`src/hdl/six_dof_tracker_record_decoder_core_macros.svh`:
```
// Assertion macros shared by the record decoder RTL.
`ifndef SIX_DOF_TRACKER_RECORD_DECODER_CORE_MACROS_SVH
`define SIX_DOF_TRACKER_RECORD_DECODER_CORE_MACROS_SVH

`ifndef NO_ASSERTIONS
`define RDC_ASSERT_IMP(label, clk, rst_n, ante, cons) \
    label: assert property (@(posedge clk) disable iff (!(rst_n)) (ante) |-> (cons)) \
        else $error("rdc assertion failed");
`define RDC_ASSERT_NXT(label, clk, rst_n, ante, cons) \
    label: assert property (@(posedge clk) disable iff (!(rst_n)) (ante) |=> (cons)) \
        else $error("rdc assertion failed");
`else
`define RDC_ASSERT_IMP(label, clk, rst_n, ante, cons)
`define RDC_ASSERT_NXT(label, clk, rst_n, ante, cons)
`endif

`endif

```
`src/hdl/rdc_pkg.sv`:
```
package rdc_pkg;

    localparam int ByteW    = 8;
    localparam int GroupW   = 7;
    localparam int RecGroups = 15;
    localparam int PosCntW  = 4;
    localparam int PosW     = 21;
    localparam int AngW     = 14;

    typedef struct packed {
        logic [AngW-1:0]        roll_angle;
        logic [AngW-1:0]        yaw_angle;
        logic [AngW-1:0]        pitch_angle;
        logic signed [PosW-1:0] pos_z;
        logic signed [PosW-1:0] pos_y;
        logic signed [PosW-1:0] pos_x;
        logic [ByteW-1:0]       buttons;
    } t_result;

    localparam int ResW   = $bits(t_result);
    localparam int TdataW = ((ResW + 7) / 8) * 8;
    localparam int PadW   = TdataW - ResW;

endpackage

```
`src/hdl/rdc_framer.sv`:
```
`include "six_dof_tracker_record_decoder_core_macros.svh"

module rdc_framer
    import rdc_pkg::*;
(
    input  logic             i_clk,
    input  logic             i_rst_n,
    input  logic             i_byte_valid,
    input  logic [ByteW-1:0] i_byte,
    output logic             o_res_valid,
    output t_result          o_res
);

    localparam logic [PosCntW-1:0] LastPos  = PosCntW'(RecGroups - 1);
    localparam logic [PosCntW-1:0] LimitPos = PosCntW'(RecGroups);

    logic [PosCntW-1:0] r_pos, n_pos;
    logic               r_in_record, n_in_record;
    logic [ByteW-1:0]   r_first;
    logic [GroupW-1:0]  r_groups [0:RecGroups-2];
    logic               w_flag;
    logic               w_store;
    logic [GroupW-1:0]  w_grp;

    assign w_flag = i_byte[ByteW-1];
    assign w_grp  = i_byte[GroupW-1:0];

    always_comb begin
        n_pos       = r_pos;
        n_in_record = r_in_record;
        w_store     = 1'b0;
        o_res_valid = 1'b0;
        if (i_byte_valid) begin
            if (w_flag) begin
                n_pos       = '0;
                n_in_record = 1'b1;
            end else if (r_in_record) begin
                if (r_pos >= LimitPos) begin
                    n_pos       = '0;
                    n_in_record = 1'b0;
                end else if (r_pos == LastPos) begin
                    n_pos       = '0;
                    n_in_record = 1'b0;
                    o_res_valid = 1'b1;
                end else begin
                    n_pos   = r_pos + PosCntW'(1);
                    w_store = 1'b1;
                end
            end
        end
    end

    always_ff @(posedge i_clk) begin
        if (!i_rst_n) begin
            r_pos       <= '0;
            r_in_record <= 1'b0;
            r_first     <= '0;
        end else begin
            r_pos       <= n_pos;
            r_in_record <= n_in_record;
            if (i_byte_valid && w_flag) begin
                r_first <= i_byte;
            end
        end
    end

    always_ff @(posedge i_clk) begin
        if (w_store) begin
            r_groups[r_pos] <= w_grp;
        end
    end

    // last group arrives live with the completing item
    assign o_res.buttons     = r_first;
    assign o_res.pos_x       = {r_groups[0], r_groups[1], r_groups[2]};
    assign o_res.pos_y       = {r_groups[3], r_groups[4], r_groups[5]};
    assign o_res.pos_z       = {r_groups[6], r_groups[7], r_groups[8]};
    assign o_res.pitch_angle = {r_groups[9], r_groups[10]};
    assign o_res.yaw_angle   = {r_groups[11], r_groups[12]};
    assign o_res.roll_angle  = {r_groups[13], w_grp};

    `RDC_ASSERT_IMP(a_pos_in_record, i_clk, i_rst_n, r_pos != '0, r_in_record)
    `RDC_ASSERT_NXT(a_done_resets, i_clk, i_rst_n, o_res_valid, !r_in_record && r_pos == '0)
    `RDC_ASSERT_IMP(a_done_needs_record, i_clk, i_rst_n, o_res_valid, r_in_record && !w_flag)

endmodule

```
`src/hdl/rdc_out_buf.sv`:
```
`include "six_dof_tracker_record_decoder_core_macros.svh"

module rdc_out_buf
    import rdc_pkg::*;
(
    input  logic    i_clk,
    input  logic    i_rst_n,
    input  logic    i_push,
    input  t_result i_res,
    output logic    o_in_ready,
    output logic    o_valid,
    output t_result o_res,
    input  logic    i_ready
);

    logic    r_out_valid;
    logic    r_skid_valid;
    t_result r_out;
    t_result r_skid;

    assign o_in_ready = !r_skid_valid;
    assign o_valid    = r_out_valid;
    assign o_res      = r_out;

    always_ff @(posedge i_clk) begin
        if (!i_rst_n) begin
            r_out_valid  <= 1'b0;
            r_skid_valid <= 1'b0;
        end else if (i_ready || !r_out_valid) begin
            if (r_skid_valid) begin
                r_out_valid  <= 1'b1;
                r_skid_valid <= 1'b0;
            end else begin
                r_out_valid <= i_push;
            end
        end else if (i_push && !r_skid_valid) begin
            r_skid_valid <= 1'b1;
        end
    end

    always_ff @(posedge i_clk) begin
        if (i_ready || !r_out_valid) begin
            if (r_skid_valid) begin
                r_out <= r_skid;
            end else if (i_push) begin
                r_out <= i_res;
            end
        end else if (i_push && !r_skid_valid) begin
            r_skid <= i_res;
        end
    end

    `RDC_ASSERT_IMP(a_skid_behind_out, i_clk, i_rst_n, r_skid_valid, r_out_valid)
    `RDC_ASSERT_NXT(a_stall_to_skid, i_clk, i_rst_n,
        i_push && o_in_ready && r_out_valid && !i_ready, r_skid_valid)
    `RDC_ASSERT_NXT(a_skid_drains, i_clk, i_rst_n,
        r_skid_valid && i_ready, r_out_valid && !r_skid_valid)

endmodule

```
`src/hdl/six_dof_tracker_record_decoder_core.sv`:
```
// Six-DOF tracker record decoder.
// Slave stream: one received serial byte per item in tdata[7:0]. A byte with
// bit 7 set opens a 16-byte record; stray bytes outside a record are dropped
// and a flag byte mid-record restarts framing.
// Master stream: one item per complete record, carrying buttons, three signed
// 21-bit positions (1/1000 unit) and three 14-bit angles (1/40 degree).
// Throughput: one byte per cycle while o_s_axis_tready is high, set by the single framing register stage.
// Result: the framer completes a record combinationally with its last byte,
// and the output register (or the skid register on a stall) captures it.
// Results sit in an output register backed by a one-item skid register; a
// stalled master side costs nothing until both hold an item, after which
// o_s_axis_tready stays low until the receiver takes an item.
// Reset (synchronous, active low) clears framing and empties both registers.
module six_dof_tracker_record_decoder_core
    import rdc_pkg::*;
(
    input  logic              i_clk,
    input  logic              i_rst_n,
    input  logic              i_s_axis_tvalid,
    output logic              o_s_axis_tready,
    input  logic [ByteW-1:0]  i_s_axis_tdata,   // [7:0] rx_byte
    output logic              o_m_axis_tvalid,
    input  logic              i_m_axis_tready,
    // [7:0] buttons, [28:8] pos_x, [49:29] pos_y, [70:50] pos_z,
    // [84:71] pitch_angle, [98:85] yaw_angle, [112:99] roll_angle, rest zero
    output logic [TdataW-1:0] o_m_axis_tdata
);

    logic    w_accept;
    logic    w_res_valid;
    t_result w_res;
    t_result w_out;

    assign w_accept = i_s_axis_tvalid && o_s_axis_tready;

    rdc_framer u_framer (
        .i_clk        (i_clk),
        .i_rst_n      (i_rst_n),
        .i_byte_valid (w_accept),
        .i_byte       (i_s_axis_tdata),
        .o_res_valid  (w_res_valid),
        .o_res        (w_res)
    );

    rdc_out_buf u_out_buf (
        .i_clk      (i_clk),
        .i_rst_n    (i_rst_n),
        .i_push     (w_res_valid),
        .i_res      (w_res),
        .o_in_ready (o_s_axis_tready),
        .o_valid    (o_m_axis_tvalid),
        .o_res      (w_out),
        .i_ready    (i_m_axis_tready)
    );

    assign o_m_axis_tdata = {{PadW{1'b0}}, w_out.roll_angle, w_out.yaw_angle,
                             w_out.pitch_angle, w_out.pos_z, w_out.pos_y,
                             w_out.pos_x, w_out.buttons};

endmodule
```
`config.mk`:
```
export PLATFORM = sky130hd
export DESIGN_NAME = six_dof_tracker_record_decoder_core
export DESIGN_NICKNAME = d
export VERILOG_FILES = /design/src/hdl/rdc_pkg.sv /design/src/hdl/rdc_framer.sv /design/src/hdl/rdc_out_buf.sv /design/src/hdl/six_dof_tracker_record_decoder_core.sv
export VERILOG_INCLUDE_DIRS = /design/src /design/src/hdl
export SDC_FILE = /design/constraint.sdc
export NUM_CORES = 1
export LEC_CHECK = 0
export BUFFER_PORTS_ARGS = -buffer_cell sky130_fd_sc_hd__clkbuf_2
export CAP_MARGIN = 5
export CORE_MARGIN = 2
export CORE_UTILIZATION = 58
export DETAILED_ROUTE_END_ITERATION = 8
export GPL_TIMING_DRIVEN = 0
export PLACE_DENSITY = 0.88
export REMOVE_ABC_BUFFERS = 1
export SLEW_MARGIN = 40
export SYNTH_ARGS = -nofsm -noshare
export SYNTH_HDL_FRONTEND = slang
export SYNTH_SLANG_ARGS = --single-unit
```
`constraint.sdc`:
```
create_clock -name i_clk -period 6 [get_ports i_clk]
set_clock_uncertainty 0.15 [all_clocks]
set_input_delay 0.6 -clock i_clk [delete_from_list [all_inputs] [get_ports i_clk]]
set_output_delay 0.6 -clock i_clk [all_outputs]
set_load 0.01 [all_outputs]
```
==> flow_summary.yaml, run 1 <==
place:
  place_hpwl_um: 12110
  placed_cell_area_sq_um: 12880
  dpl_worst_slack_ns: 2.903
  gpl.final_weighted_congestion: 0.7537
  io_buffers: 126
clocking:
  clock_sinks: 339
  post_cts_hold_buffer_count: 0
  cts_inserted_buffers: 31
  worst_setup_hold_path_clk_slew_ns: 0.06
  post_cts_buffers: 0
  cts_root_buf: "clkbuf_16"
  clk-insertion-delay-late_ns: 0.55
  cts_max_level: 1
  resize_count_post_cts: 0
  cts.path.max_buffers: 3
  tritoncts: "built"
power_and_ir_drop:
  power.net_switching_uw: 826.3
  power_frac_comb_pct: 1.0
  static-leakage-power_uw: 0.004719
  power_density_nw_per_um2: 321.9
  ir_drop_mv: 0.2478
  internal-power_uw: 3632
  power.clock.fraction_pct: 41.3
  power.share.switching_pct: 18.53
  seq_power_share_pct: 57.7
cells_and_area:
  areaGrowthSynthToFinish_pct: 16.72
  antenna-diode-count: 0
  final_util_pct: 68.67
  post-route-cell-area_sq_um: 13850
  share_of_post_route_cells_with_drive_strength_above_1_pct: 41.84
  nets: 706
synthesis:
  cells_after_synth: 547
  post_synth_main_area_contributors: "edfxtp_1 82%, mux2_2 11%, dfxtp_1 2.5%, buf_2 0.63%, nor2_1 0.63%"
  yosysTopAreaCellShare_pct: 82.00
  seq_area_frac_synth_pct: 84.53
  synth.yosys.warnings: 0
  yosysTopAreaCell: "edfxtp_1"
  synth_cell_types: 32
  ff_latch_count_synth: 339
  syn_area_sq_um: 11870
  avgSynthCellArea_sq_um: 21.69
grt:
  grt_start_max_net_pins: 46
  antenna_found_initial: 1
  global_route.overflow_total: 0
  first_global_vias: 5583
  grt_pass1_wl_um: 31440
  globalRouteTotalUtil_pct: 18.92
setup_path:
  critPathArrivalTime_ns: 2.98
  critPathKind: "flip-flop to flip-flop"
  critPathMaxStageDelay_ns: 0.60
  path_cells: "and4bb_2 > nor3b_1 > and2_4 > buf_12"
  worstSetupEndpointType: "flip-flop"
  reg2reg_setup_slack_ns: 3.10
  crit_required_ns: 6.08
  timing.critical_path.from_type: "flip-flop"
  critical_path_cell_with_the_highest_stage_delay: "and2_4"
  worst-path-max-fanout: 39
floorplanning:
  core-area_sq_um: 20170
  start_util_pct: 58.83
  design.die.area_sq_um: 21620
  rows: 52
  chipWidth_um: 147.0
  fp.dieH_um: 147.0
  ioPinCount: 134
route:
  wl_per_cell_um: 20.46
  post_drt_via_cell_ratio: 5.411
  routed_wl_um: 20200
  antenna_violating_nets_post_route: 0
  route.vias.total: 5341
  dr.pass1.iters: 4
  remaining_drc_errors: 0
  dr.first_iter.drc_count: 355
timing:
  layout_setup_ws_ns: 3.095
  timing.setup.tns_ns: 0
  max_slew_margin_pct: 51.16
  rsz0062_at_grt: "false"
  hold_ws_ns: 0.1807
  setup_violations: 0
  timing_hold_violations_final: 0
  finalWorstPathRequiredPeriod_ns: 2.905
  finalCritPeriodShare_pct: 48.41
  max_slew.worst_pin.slew_ns: 0.7298
  timing.fmax_mhz: 344.3
  slew_violations: 0
worst_hold_path:
  min-delay-path-class: "input port to flip-flop"
run_status:
  outcome: "completed"
job:
  cap_viol_max_count: 0
## cell usage after synthesis
cell / count
a31oi_1: 1
nor3b_1: 1
buf_2: 15
nor2_1: 20
clkbuf_1: 2
buf_1: 1
nand2b_1: 3
nor3_2: 1
and4b_1: 1
or3b_1: 1
mux2i_1: 7
o31a_1: 3
nor3_1: 3
o21ai_0: 3
nand2_1: 3
a21oi_1: 4
and4bb_2: 1
o21a_1: 2
o211a_1: 1
buf_4: 7
inv_1: 3
o21ba_2: 1
and2_1: 1
nor4b_1: 2
edfxtp_1: 324
a311oi_1: 1
mux2_2: 112
dfxtp_1: 15
conb_1: 1
nor2b_1: 1
nand3_1: 2
nand3b_1: 4
## cell usage in the layout, fill, tap and decap left out, drive strengths merged, types with 4 or more instances in the layout
| master | count |
|---|---|
| buf | 7 |
| inv | 4 |
| nand3b | 4 |
| clkbuf | 169 |
| a21oi | 4 |
| clkinv | 10 |
| mux2 | 112 |
| mux2i | 7 |
| dfxtp | 15 |
| nor3 | 4 |
| conb | 7 |
| nor2 | 20 |
| edfxtp | 324 |
## area by class of cell
class	count	area (sq um)
clock buffer	43	870.8
clock inverter	13	93.84
fill	1295	6320
inverter	3	11.26
multi-input combinational	186	1732
sequential	339	10030
tap	270	337.8
timing repair buffer	133	770.7
## metal layers
metal | vias to the layer above | routed length, um | track usage [%]
li1 | 2429 | - | -
met1 | 2722 | 8498 | 25.79
met2 | 160 | 10210 | 32.25
met3 | 30 | 1087 | 3.323
met4 | 0 | 403 | 5.000
met5 | - | 0 | 0
## worst max-delay path, delay by kind of cell, from the launching register on
kind | cells | cell delay, ns
buffers and inverters | 1 | 0.30
DFF | 1 | 0.50
and+or+nand+nor | 3 | 1.60
## power by group through the flow
| stage | Clock, uW | Sequential [uW] | Combinational (uW) |
|---|---|---|---|
| after floorplan | 0 | 2620 | 16.8 |
| after global placement | 0 | 2620 | 40.5 |
| after detailed placement | 0 | 2620 | 43.1 |
| after CTS | 1880 | 2570 | 43.7 |
| after global routing | 1960 | 2570 | 47.0 |
| final | 1840 | 2570 | 43.3 |
## kinds of logic (layout without fill, tap and decap cells)
| family | after synthesis | after routing | synth area share, % |
|---|---|---|---|
| buffers and inverters | 28 | 192 | 1.265 |
| multiplexers | 119 | 119 | 11.22 |
| AND/OR/NAND/NOR | 44 | 44 | 2.014 |
| other | 1 | 7 | 0.03161 |
| flip-flops | 339 | 339 | 84.53 |
| AO/OA/AOI/OAI | 16 | 16 | 0.9385 |
## state kept, by name, indices dropped and copies added (netlist names)
register	cells
u_out_buf.o_valid	1
u_out_buf.o_res	113
u_framer.r_groups	98
u_out_buf.r_skid_valid	1
u_framer.r_in_record	1
u_out_buf.r_skid	113
u_framer.r_pos	4
u_framer.r_first	8
## per-stage QoR
stage	power, uW	std cells
finish	4459	987
global route	4581	987
floorplan	2640	528
CTS	4499	987
global placement	2664	924
detailed placement	2667	931
## final timing paths
check,startpoint,to,depth (start not counted)
worst max-delay path,u_out_buf.r_skid_valid,u_out_buf.r_skid[66],4
worst min-delay path,i_rst_n,u_out_buf.r_skid_valid,2
worst max register to register,u_out_buf.r_skid_valid,u_out_buf.r_skid[66],4
worst min register to register,u_framer.r_groups[9][5],u_out_buf.r_skid[83],0
(Power assumes the default switching activity.)
==> run 2, diff against run 1 <==
--- a/config.mk
+++ b/config.mk
@@ -6,13 +6,14 @@
 export SDC_FILE = /design/constraint.sdc
 export NUM_CORES = 1
 export LEC_CHECK = 0
+export ABC_AREA = 1
 export BUFFER_PORTS_ARGS = -buffer_cell sky130_fd_sc_hd__clkbuf_2
 export CAP_MARGIN = 5
 export CORE_MARGIN = 2
-export CORE_UTILIZATION = 58
+export CORE_UTILIZATION = 52
 export DETAILED_ROUTE_END_ITERATION = 8
 export GPL_TIMING_DRIVEN = 0
-export PLACE_DENSITY = 0.88
+export PLACE_DENSITY = 0.84
 export REMOVE_ABC_BUFFERS = 1
 export SLEW_MARGIN = 40
 export SYNTH_ARGS = -nofsm -noshare
==> constraint.sdc (replaced) <==
create_clock -name i_clk -period 2.5 [get_ports i_clk]
set_clock_uncertainty 0.15 [all_clocks]
set_input_delay 0.25 -clock i_clk [delete_from_list [all_inputs] [get_ports i_clk]]
set_output_delay 0.25 -clock i_clk [all_outputs]
set_load 0.01 [all_outputs]
==> run 2 against run 1 <==
  * Utilization down 5.4 points
  * Flip-flop and latch count did not move
  * Register-to-register slack lost 3.0 ns
  * Sequential power up 140%
  * Via count is 24% higher
  * Synthesized cell count up 47%
  * Routed wire length up 21%
  * Worst hold slack worse by 0.14 ns
  * Die area increased by 12%
  * Power grew 140%
  * Worst setup slack lost 3.0 ns
==> flow_summary.yaml, run 2 <==
grt:
  first_global_vias: 6561
  antenna_found_initial: 0
  grt_start_max_net_pins: 56
  global_route.overflow_total: 0
  grt_pass1_wl_um: 36230
  globalRouteTotalUtil_pct: 20.07
synthesis:
  yosysTopAreaCellShare_pct: 81.42
  post_synth_main_area_contributors: "edfxtp_1 81%, nand2_1 11%, dfxtp_1 2.5%, buf_2 0.80%, nor2_1 0.69%"
  yosysTopAreaCell: "edfxtp_1"
  synth.yosys.warnings: 0
  seq_area_frac_synth_pct: 83.93
  synth-edff-count: 324
  post_synth_most_frequent_cells: "346 x nand2_1, 324 x edfxtp_1, 22 x nor2_1"
  ff_latch_count_synth: 339
  synth_async_sr_flop_share_pct: 0
  synthFlopType: "edfxtp_1"
  yosysMostFrequentCell: "nand2_1"
  syn_area_sq_um: 11950
  cells_after_synth: 804
  synth_cell_types: 19
  avgSynthCellArea_sq_um: 14.86
timing:
  max_slew_margin_pct: 52.91
  finalCritPeriodShare_pct: 96.62
  finalWorstPathRequiredPeriod_ns: 2.415
  max_slew.worst_pin.slew_ns: 0.7037
  timing.fmax_mhz: 414.0
  hold_ws_ns: 0.03838
  timing.setup.tns_ns: 0
  timing_hold_violations_final: 0
  slew_violations: 0
  setup_violations: 0
power_and_ir_drop:
  ir_drop_mv: 0.5531
  power_density_nw_per_um2: 762.9
  power_frac_comb_pct: 1.0
  power.share.switching_pct: 19.16
  seq_power_share_pct: 56.7
  static-leakage-power_uw: 0.005419
  power.net_switching_uw: 2089
  power.clock.fraction_pct: 42.3
  internal-power_uw: 8813
  totalPowerFinal_uw: 10900
cells_and_area:
  nets: 986
  final.fill_count: 1618
  final_cell_mix: "345 x nand2_1, 324 x edfxtp_1, 126 x clkbuf_2"
  share_of_post_route_cells_with_drive_strength_above_1_pct: 21.82
  most_common_cell_after_layout_fill_and_taps_aside: "nand2_1"
  areaGrowthSynthToFinish_pct: 19.58
  post-route-cell-area_sq_um: 14290
  antenna-diode-count: 0
  final_util_pct: 63.31
place:
  gpl.final_weighted_congestion: 0.7217
  io_buffers: 126
  place_hpwl_um: 13290
  placed_cell_area_sq_um: 13030
floorplanning:
  core-area_sq_um: 22570
  rows: 55
  ioPinCount: 134
  fp.dieH_um: 155.6
  start_util_pct: 52.94
  design.die.area_sq_um: 24210
  chipWidth_um: 155.6
clocking:
  clock_sinks: 339
  clk-insertion-delay-late_ns: 0.51
  worst_setup_hold_path_clk_slew_ns: 0.06
  cts_max_level: 2
  tritoncts: "built"
  cts_root_buf: "clkbuf_16"
  cts_inserted_buffers: 34
  cts.path.max_buffers: 3
setup_path:
  crit_required_ns: 2.56
  worst-path-max-fanout: 14
  critPathArrivalTime_ns: 2.47
  worstSetupEndpointType: "flip-flop"
  critPathKind: "flip-flop to flip-flop"
  timing.critical_path.from_type: "flip-flop"
worst_hold_path:
  min-delay-path-class: "input port to flip-flop"
job:
  cap_viol_max_count: 0
route:
  wl_per_cell_um: 19.01
  antenna_violating_nets_post_route: 0
  remaining_drc_errors: 0
  routed_wl_um: 24410
  dr.pass1.iters: 7
  route.vias.total: 6618
  dr.first_iter.drc_count: 552
  post_drt_via_cell_ratio: 5.154
run_status:
  outcome: "completed"
[run 2: cell types whose count changed after synthesis, moves of 4 or more]
cell      previous run  this run
o21ai_0              3        16
a21oi_1              4        13
mux2_2             112         0
inv_1                3        19
nand2_1              3       346
buf_6                0         5
nand3b_1             4         0
buf_2               15        19
mux2i_1              7         0
nand3_2              0         4
[run 2: kinds of logic (layout without fill, tap and decap cells)]
kind of cell,Yosys count,count (layout),share of synthesized area [%]
compound gates,30,30,1.256
buf+inv,55,244,2.481
flops,339,339,83.93
other cells,1,7,0.03138
simple gates,379,379,12.30
[run 2: power groups by stage]
stage / registers (uW) / logic, uW / clock network [uW]
after floorplan: 6300 / 40.2 / 0
after global placement: 6300 / 105 / 0
after detailed placement: 6300 / 110 / 0
after CTS: 6180 / 114 / 4710
after global routing: 6180 / 126 / 4930
final: 6180 / 113 / 4610
[run 2: layout make-up]
class | instances | area (sq um) | share of cell area (%)
clock buffers | 40 | 873.3 | 6.112
flip-flops and latches | 339 | 10030 | 70.21
repair buffers | 160 | 1102 | 7.714
repair inverters | 3 | 26.28 | 0.1839
multi-input cells | 416 | 1667 | 11.66
well taps | 285 | 356.6 | 2.495
clock inverters | 21 | 140.1 | 0.9806
inverters | 20 | 91.34 | 0.6392
[run 2: critical path, cell delays in order, from the launching register on]
cell	delay [ns]
dfxtp_4	0.36
buf_16	0.18
inv_16	0.11
nand3_2	0.11
nor2_2	0.13
nand2_2	0.14
nor3_4	0.26
buf_12	0.19
buf_6	0.15
buf_6	0.16
buf_6	0.16
[run 2: stage by stage]
step / cells / worst slack, ns
after floorplan: 775 / -7.131
after global placement: 1186 / -11.84
after detailed placement: 1205 / -1.072
after CTS: 1278 / -0.01086
after global routing: 1284 / -0.01151
final: 1284 / 0.08461
[run 2: final timing paths]
kind,startpoint,end,slack [ns],cells past startpoint
setup reg to reg,u_out_buf.r_skid_valid,u_out_buf.r_skid[34],0.08,10
setup / recovery,u_out_buf.r_skid_valid,u_out_buf.r_skid[34],0.08,10
hold / removal,i_s_axis_tvalid,u_framer.r_pos[1],0.04,5
hold reg to reg,u_framer.r_first[5],u_out_buf.r_skid[5],0.29,0
[run 2: what timing repair did]
| action | in CTS | in global routing |
|---|---|---|
| pin swaps | 2 | 1 |
| hold buffers | 3 | 0 |
| hold endpoints to repair | 7 | 0 |
| cloned | 5 | 1 |
| gates resized for setup | 6 | 3 |
| endpoints found under the setup margin | 324 | 24 |
| setup buffers | 7 | 6 |
[run 2: layer usage]
layer | global-route usage, % | up-vias | routed length (um)
li1 | - | 3110 | -
met3 | 3.222 | 46 | 1269
met5 | 0 | - | 0
met1 | 26.44 | 3216 | 10120
met2 | 34.28 | 246 | 12380
met4 | 7.121 | 0 | 645
==> run 3, diff against run 2 <==
--- a/config.mk
+++ b/config.mk
@@ -7,13 +7,13 @@
 export NUM_CORES = 1
 export LEC_CHECK = 0
 export ABC_AREA = 1
-export BUFFER_PORTS_ARGS = -buffer_cell sky130_fd_sc_hd__clkbuf_2
 export CAP_MARGIN = 5
 export CORE_MARGIN = 2
-export CORE_UTILIZATION = 52
+export CORE_UTILIZATION = 56
 export DETAILED_ROUTE_END_ITERATION = 8
+export DONT_BUFFER_PORTS = 1
 export GPL_TIMING_DRIVEN = 0
-export PLACE_DENSITY = 0.84
+export PLACE_DENSITY = 0.83
 export REMOVE_ABC_BUFFERS = 1
 export SLEW_MARGIN = 40
 export SYNTH_ARGS = -nofsm -noshare
==> run 3 against run 2 <==
  * Worst setup slack improved by 0.075 ns
  * Global-route usage up 3.0 points
  * Power down 0.45%
  * Sequential share of layout area rose by 3.0 points
  * Combinational power rose by 5%
==> flow_summary.yaml, run 3 (synthesis gave the netlist of run 2 again) <==
clocking:
  tritoncts: "built"
  cts_inserted_buffers: 34
  cts_root_buf: "clkbuf_16"
  clk-insertion-delay-late_ns: 0.50
  clock_sinks: 339
  worst_setup_hold_path_clk_slew_ns: 0.06
  cts.path.max_buffers: 3
  cts_max_level: 2
floorplanning:
  chipWidth_um: 150.1
  rows: 53
  ioPinCount: 134
  start_util_pct: 57.03
  core-area_sq_um: 20960
  design.die.area_sq_um: 22520
  fp.dieH_um: 150.1
timing:
  finalCritPeriodShare_pct: 93.63
  timing.setup.tns_ns: 0
  setup_violations: 0
  timing_hold_violations_final: 0
  slew_violations: 0
  layout_setup_ws_ns: 0.1592
  max_slew_margin_pct: 50.81
  finalWorstPathRequiredPeriod_ns: 2.341
  timing.fmax_mhz: 427.2
  hold_ws_ns: 0.09951
  max_slew.worst_pin.slew_ns: 0.7351
  rsz0062_at_grt: "false"
worst_hold_path:
  min-delay-path-class: "input port to flip-flop"
  hold_start: "i_s_axis_tdata[6]"
  hold_end: "u_framer.r_groups[9][6]"
  worst_hold_path.num_cells: 1
cells_and_area:
  final_cell_mix: "344 x nand2_1, 324 x edfxtp_1, 35 x clkbuf_16"
  nets: 868
  antenna-diode-count: 0
  areaGrowthSynthToFinish_pct: 14.61
  share_of_post_route_cells_with_drive_strength_above_1_pct: 11.01
  multi_input_area_sq_um: 1674
  final_util_pct: 65.36
  most_common_cell_after_layout_fill_and_taps_aside: "nand2_1"
  final.fill_count: 1462
  final-seq-area_sq_um: 10030
route:
  routed_wl_um: 25270
  antenna_violating_nets_post_route: 0
  dr.first_iter.drc_count: 653
  remaining_drc_errors: 0
  post_drt_via_cell_ratio: 5.463
  dr.pass1.iters: 5
  route.vias.total: 6315
  wl_per_cell_um: 21.86
run_status:
  outcome: "completed"
job:
  cap_viol_max_count: 0
setup_path:
  worst-path-max-fanout: 14
  crit_cells: 9
  critPathMaxStageDelay_ns: 0.57
  critPathArrivalTime_ns: 2.62
  crit_required_ns: 2.78
  timing.critical_path.from_type: "flip-flop"
  reg2reg_to: "u_framer.r_pos[3]"
  critPathBufInv: 4
  rr_startpoint: "u_out_buf.r_skid_valid"
  critical_path.top_delay_family: "buffers and inverters"
  path_cells: "buf_16 > clkinv_16 > nand2_2 > nor2_4 > nand2_1 > nand2_1 > dlygate4sd3_1 > a21oi_1 > dlygate4sd3_1"
  worstSetupEndpointType: "flip-flop"
  reg2reg_setup_slack_ns: 0.16
  ff2ff_path_depth: 9
  worst_setup_path_startpoint: "u_out_buf.r_skid_valid"
  critical_path_cell_with_the_highest_stage_delay: "dlygate4sd3_1"
  critPathKind: "flip-flop to flip-flop"
place:
  gpl.final_weighted_congestion: 0.7200
  dpl_worst_slack_ns: -1.218
  place_hpwl_um: 13740
  io_buffers: 0
power_and_ir_drop:
  ir_drop_mv: 0.5906
  power_density_nw_per_um2: 792.4
  static-leakage-power_uw: 0.004918
grt:
  global_route.overflow_total: 0
  grt_start_max_net_pins: 56
  grt_pass1_wl_um: 37880
  antenna_found_initial: 1
  globalRouteTotalUtil_pct: 23.11
  first_global_vias: 6374
[run 3: how the worst max path moves through the flow]
stage | end | slack (ns)
global placement | u_out_buf.o_res[16] | -12.08
global route | u_framer.r_pos[3] | 0.04
CTS | u_out_buf.r_skid[10] | 0.006
floorplan | u_out_buf.o_res[0] | -7.13
finish | u_framer.r_pos[3] | 0.16
detailed placement | u_out_buf.r_skid[15] | -1.22
[run 3: layout make-up]
type | count | share of cell area (%)
repair buffers | 42 | 3.773
flip-flops and latches | 339 | 73.26
repair inverters | 3 | 0.1919
inverters | 20 | 0.7400
multi-input cells | 416 | 12.22
well taps | 275 | 2.512
clock buffers | 44 | 6.642
clock inverters | 17 | 0.6578
[run 3: where the power goes]
| part | switching (uW) | leakage [uW] | internal, uW | total (uW) |
|---|---|---|---|---|
| Clock | 1970 | 0.000488 | 2580 | 4550 |
| Combinational | 90.2 | 0.00139 | 28.8 | 119 |
| Sequential | 7.77 | 0.00304 | 6170 | 6180 |
| Total | 2070 | 0.00492 | 8780 | 10900 |
[run 3: metrics by stage]
step	cell area, sq um	total power (uW)	std cells
floorplan	11750	6340	775
global placement	12100	6346	1050
detailed placement	12400	6350	1070
CTS	13700	10910	1156
global route	13700	11140	1156
finish	13700	10850	1156
[run 3: layer usage]
metal	wire (um)	vias up	global-route usage [%]	part of all wire (%)
met5	13	-	0	0.051
met4	527	2	7.075	2.1
met3	1687	41	4.451	6.7
met2	13170	289	39.59	52
met1	9874	3105	30.26	39
li1	-	2878	-	-
[run 3: repair_timing]
| action | 4_1_cts | 5_1_grt |
|---|---|---|
| pin swaps | 2 | 1 |
| setup endpoints to repair | 324 | 51 |
| gates resized for setup | 4 | 6 |
| gates cloned | 5 | 0 |
| hold endpoints to repair | 127 | 0 |
| setup buffers | 8 | 1 |
| hold buffers | 14 | 0 |
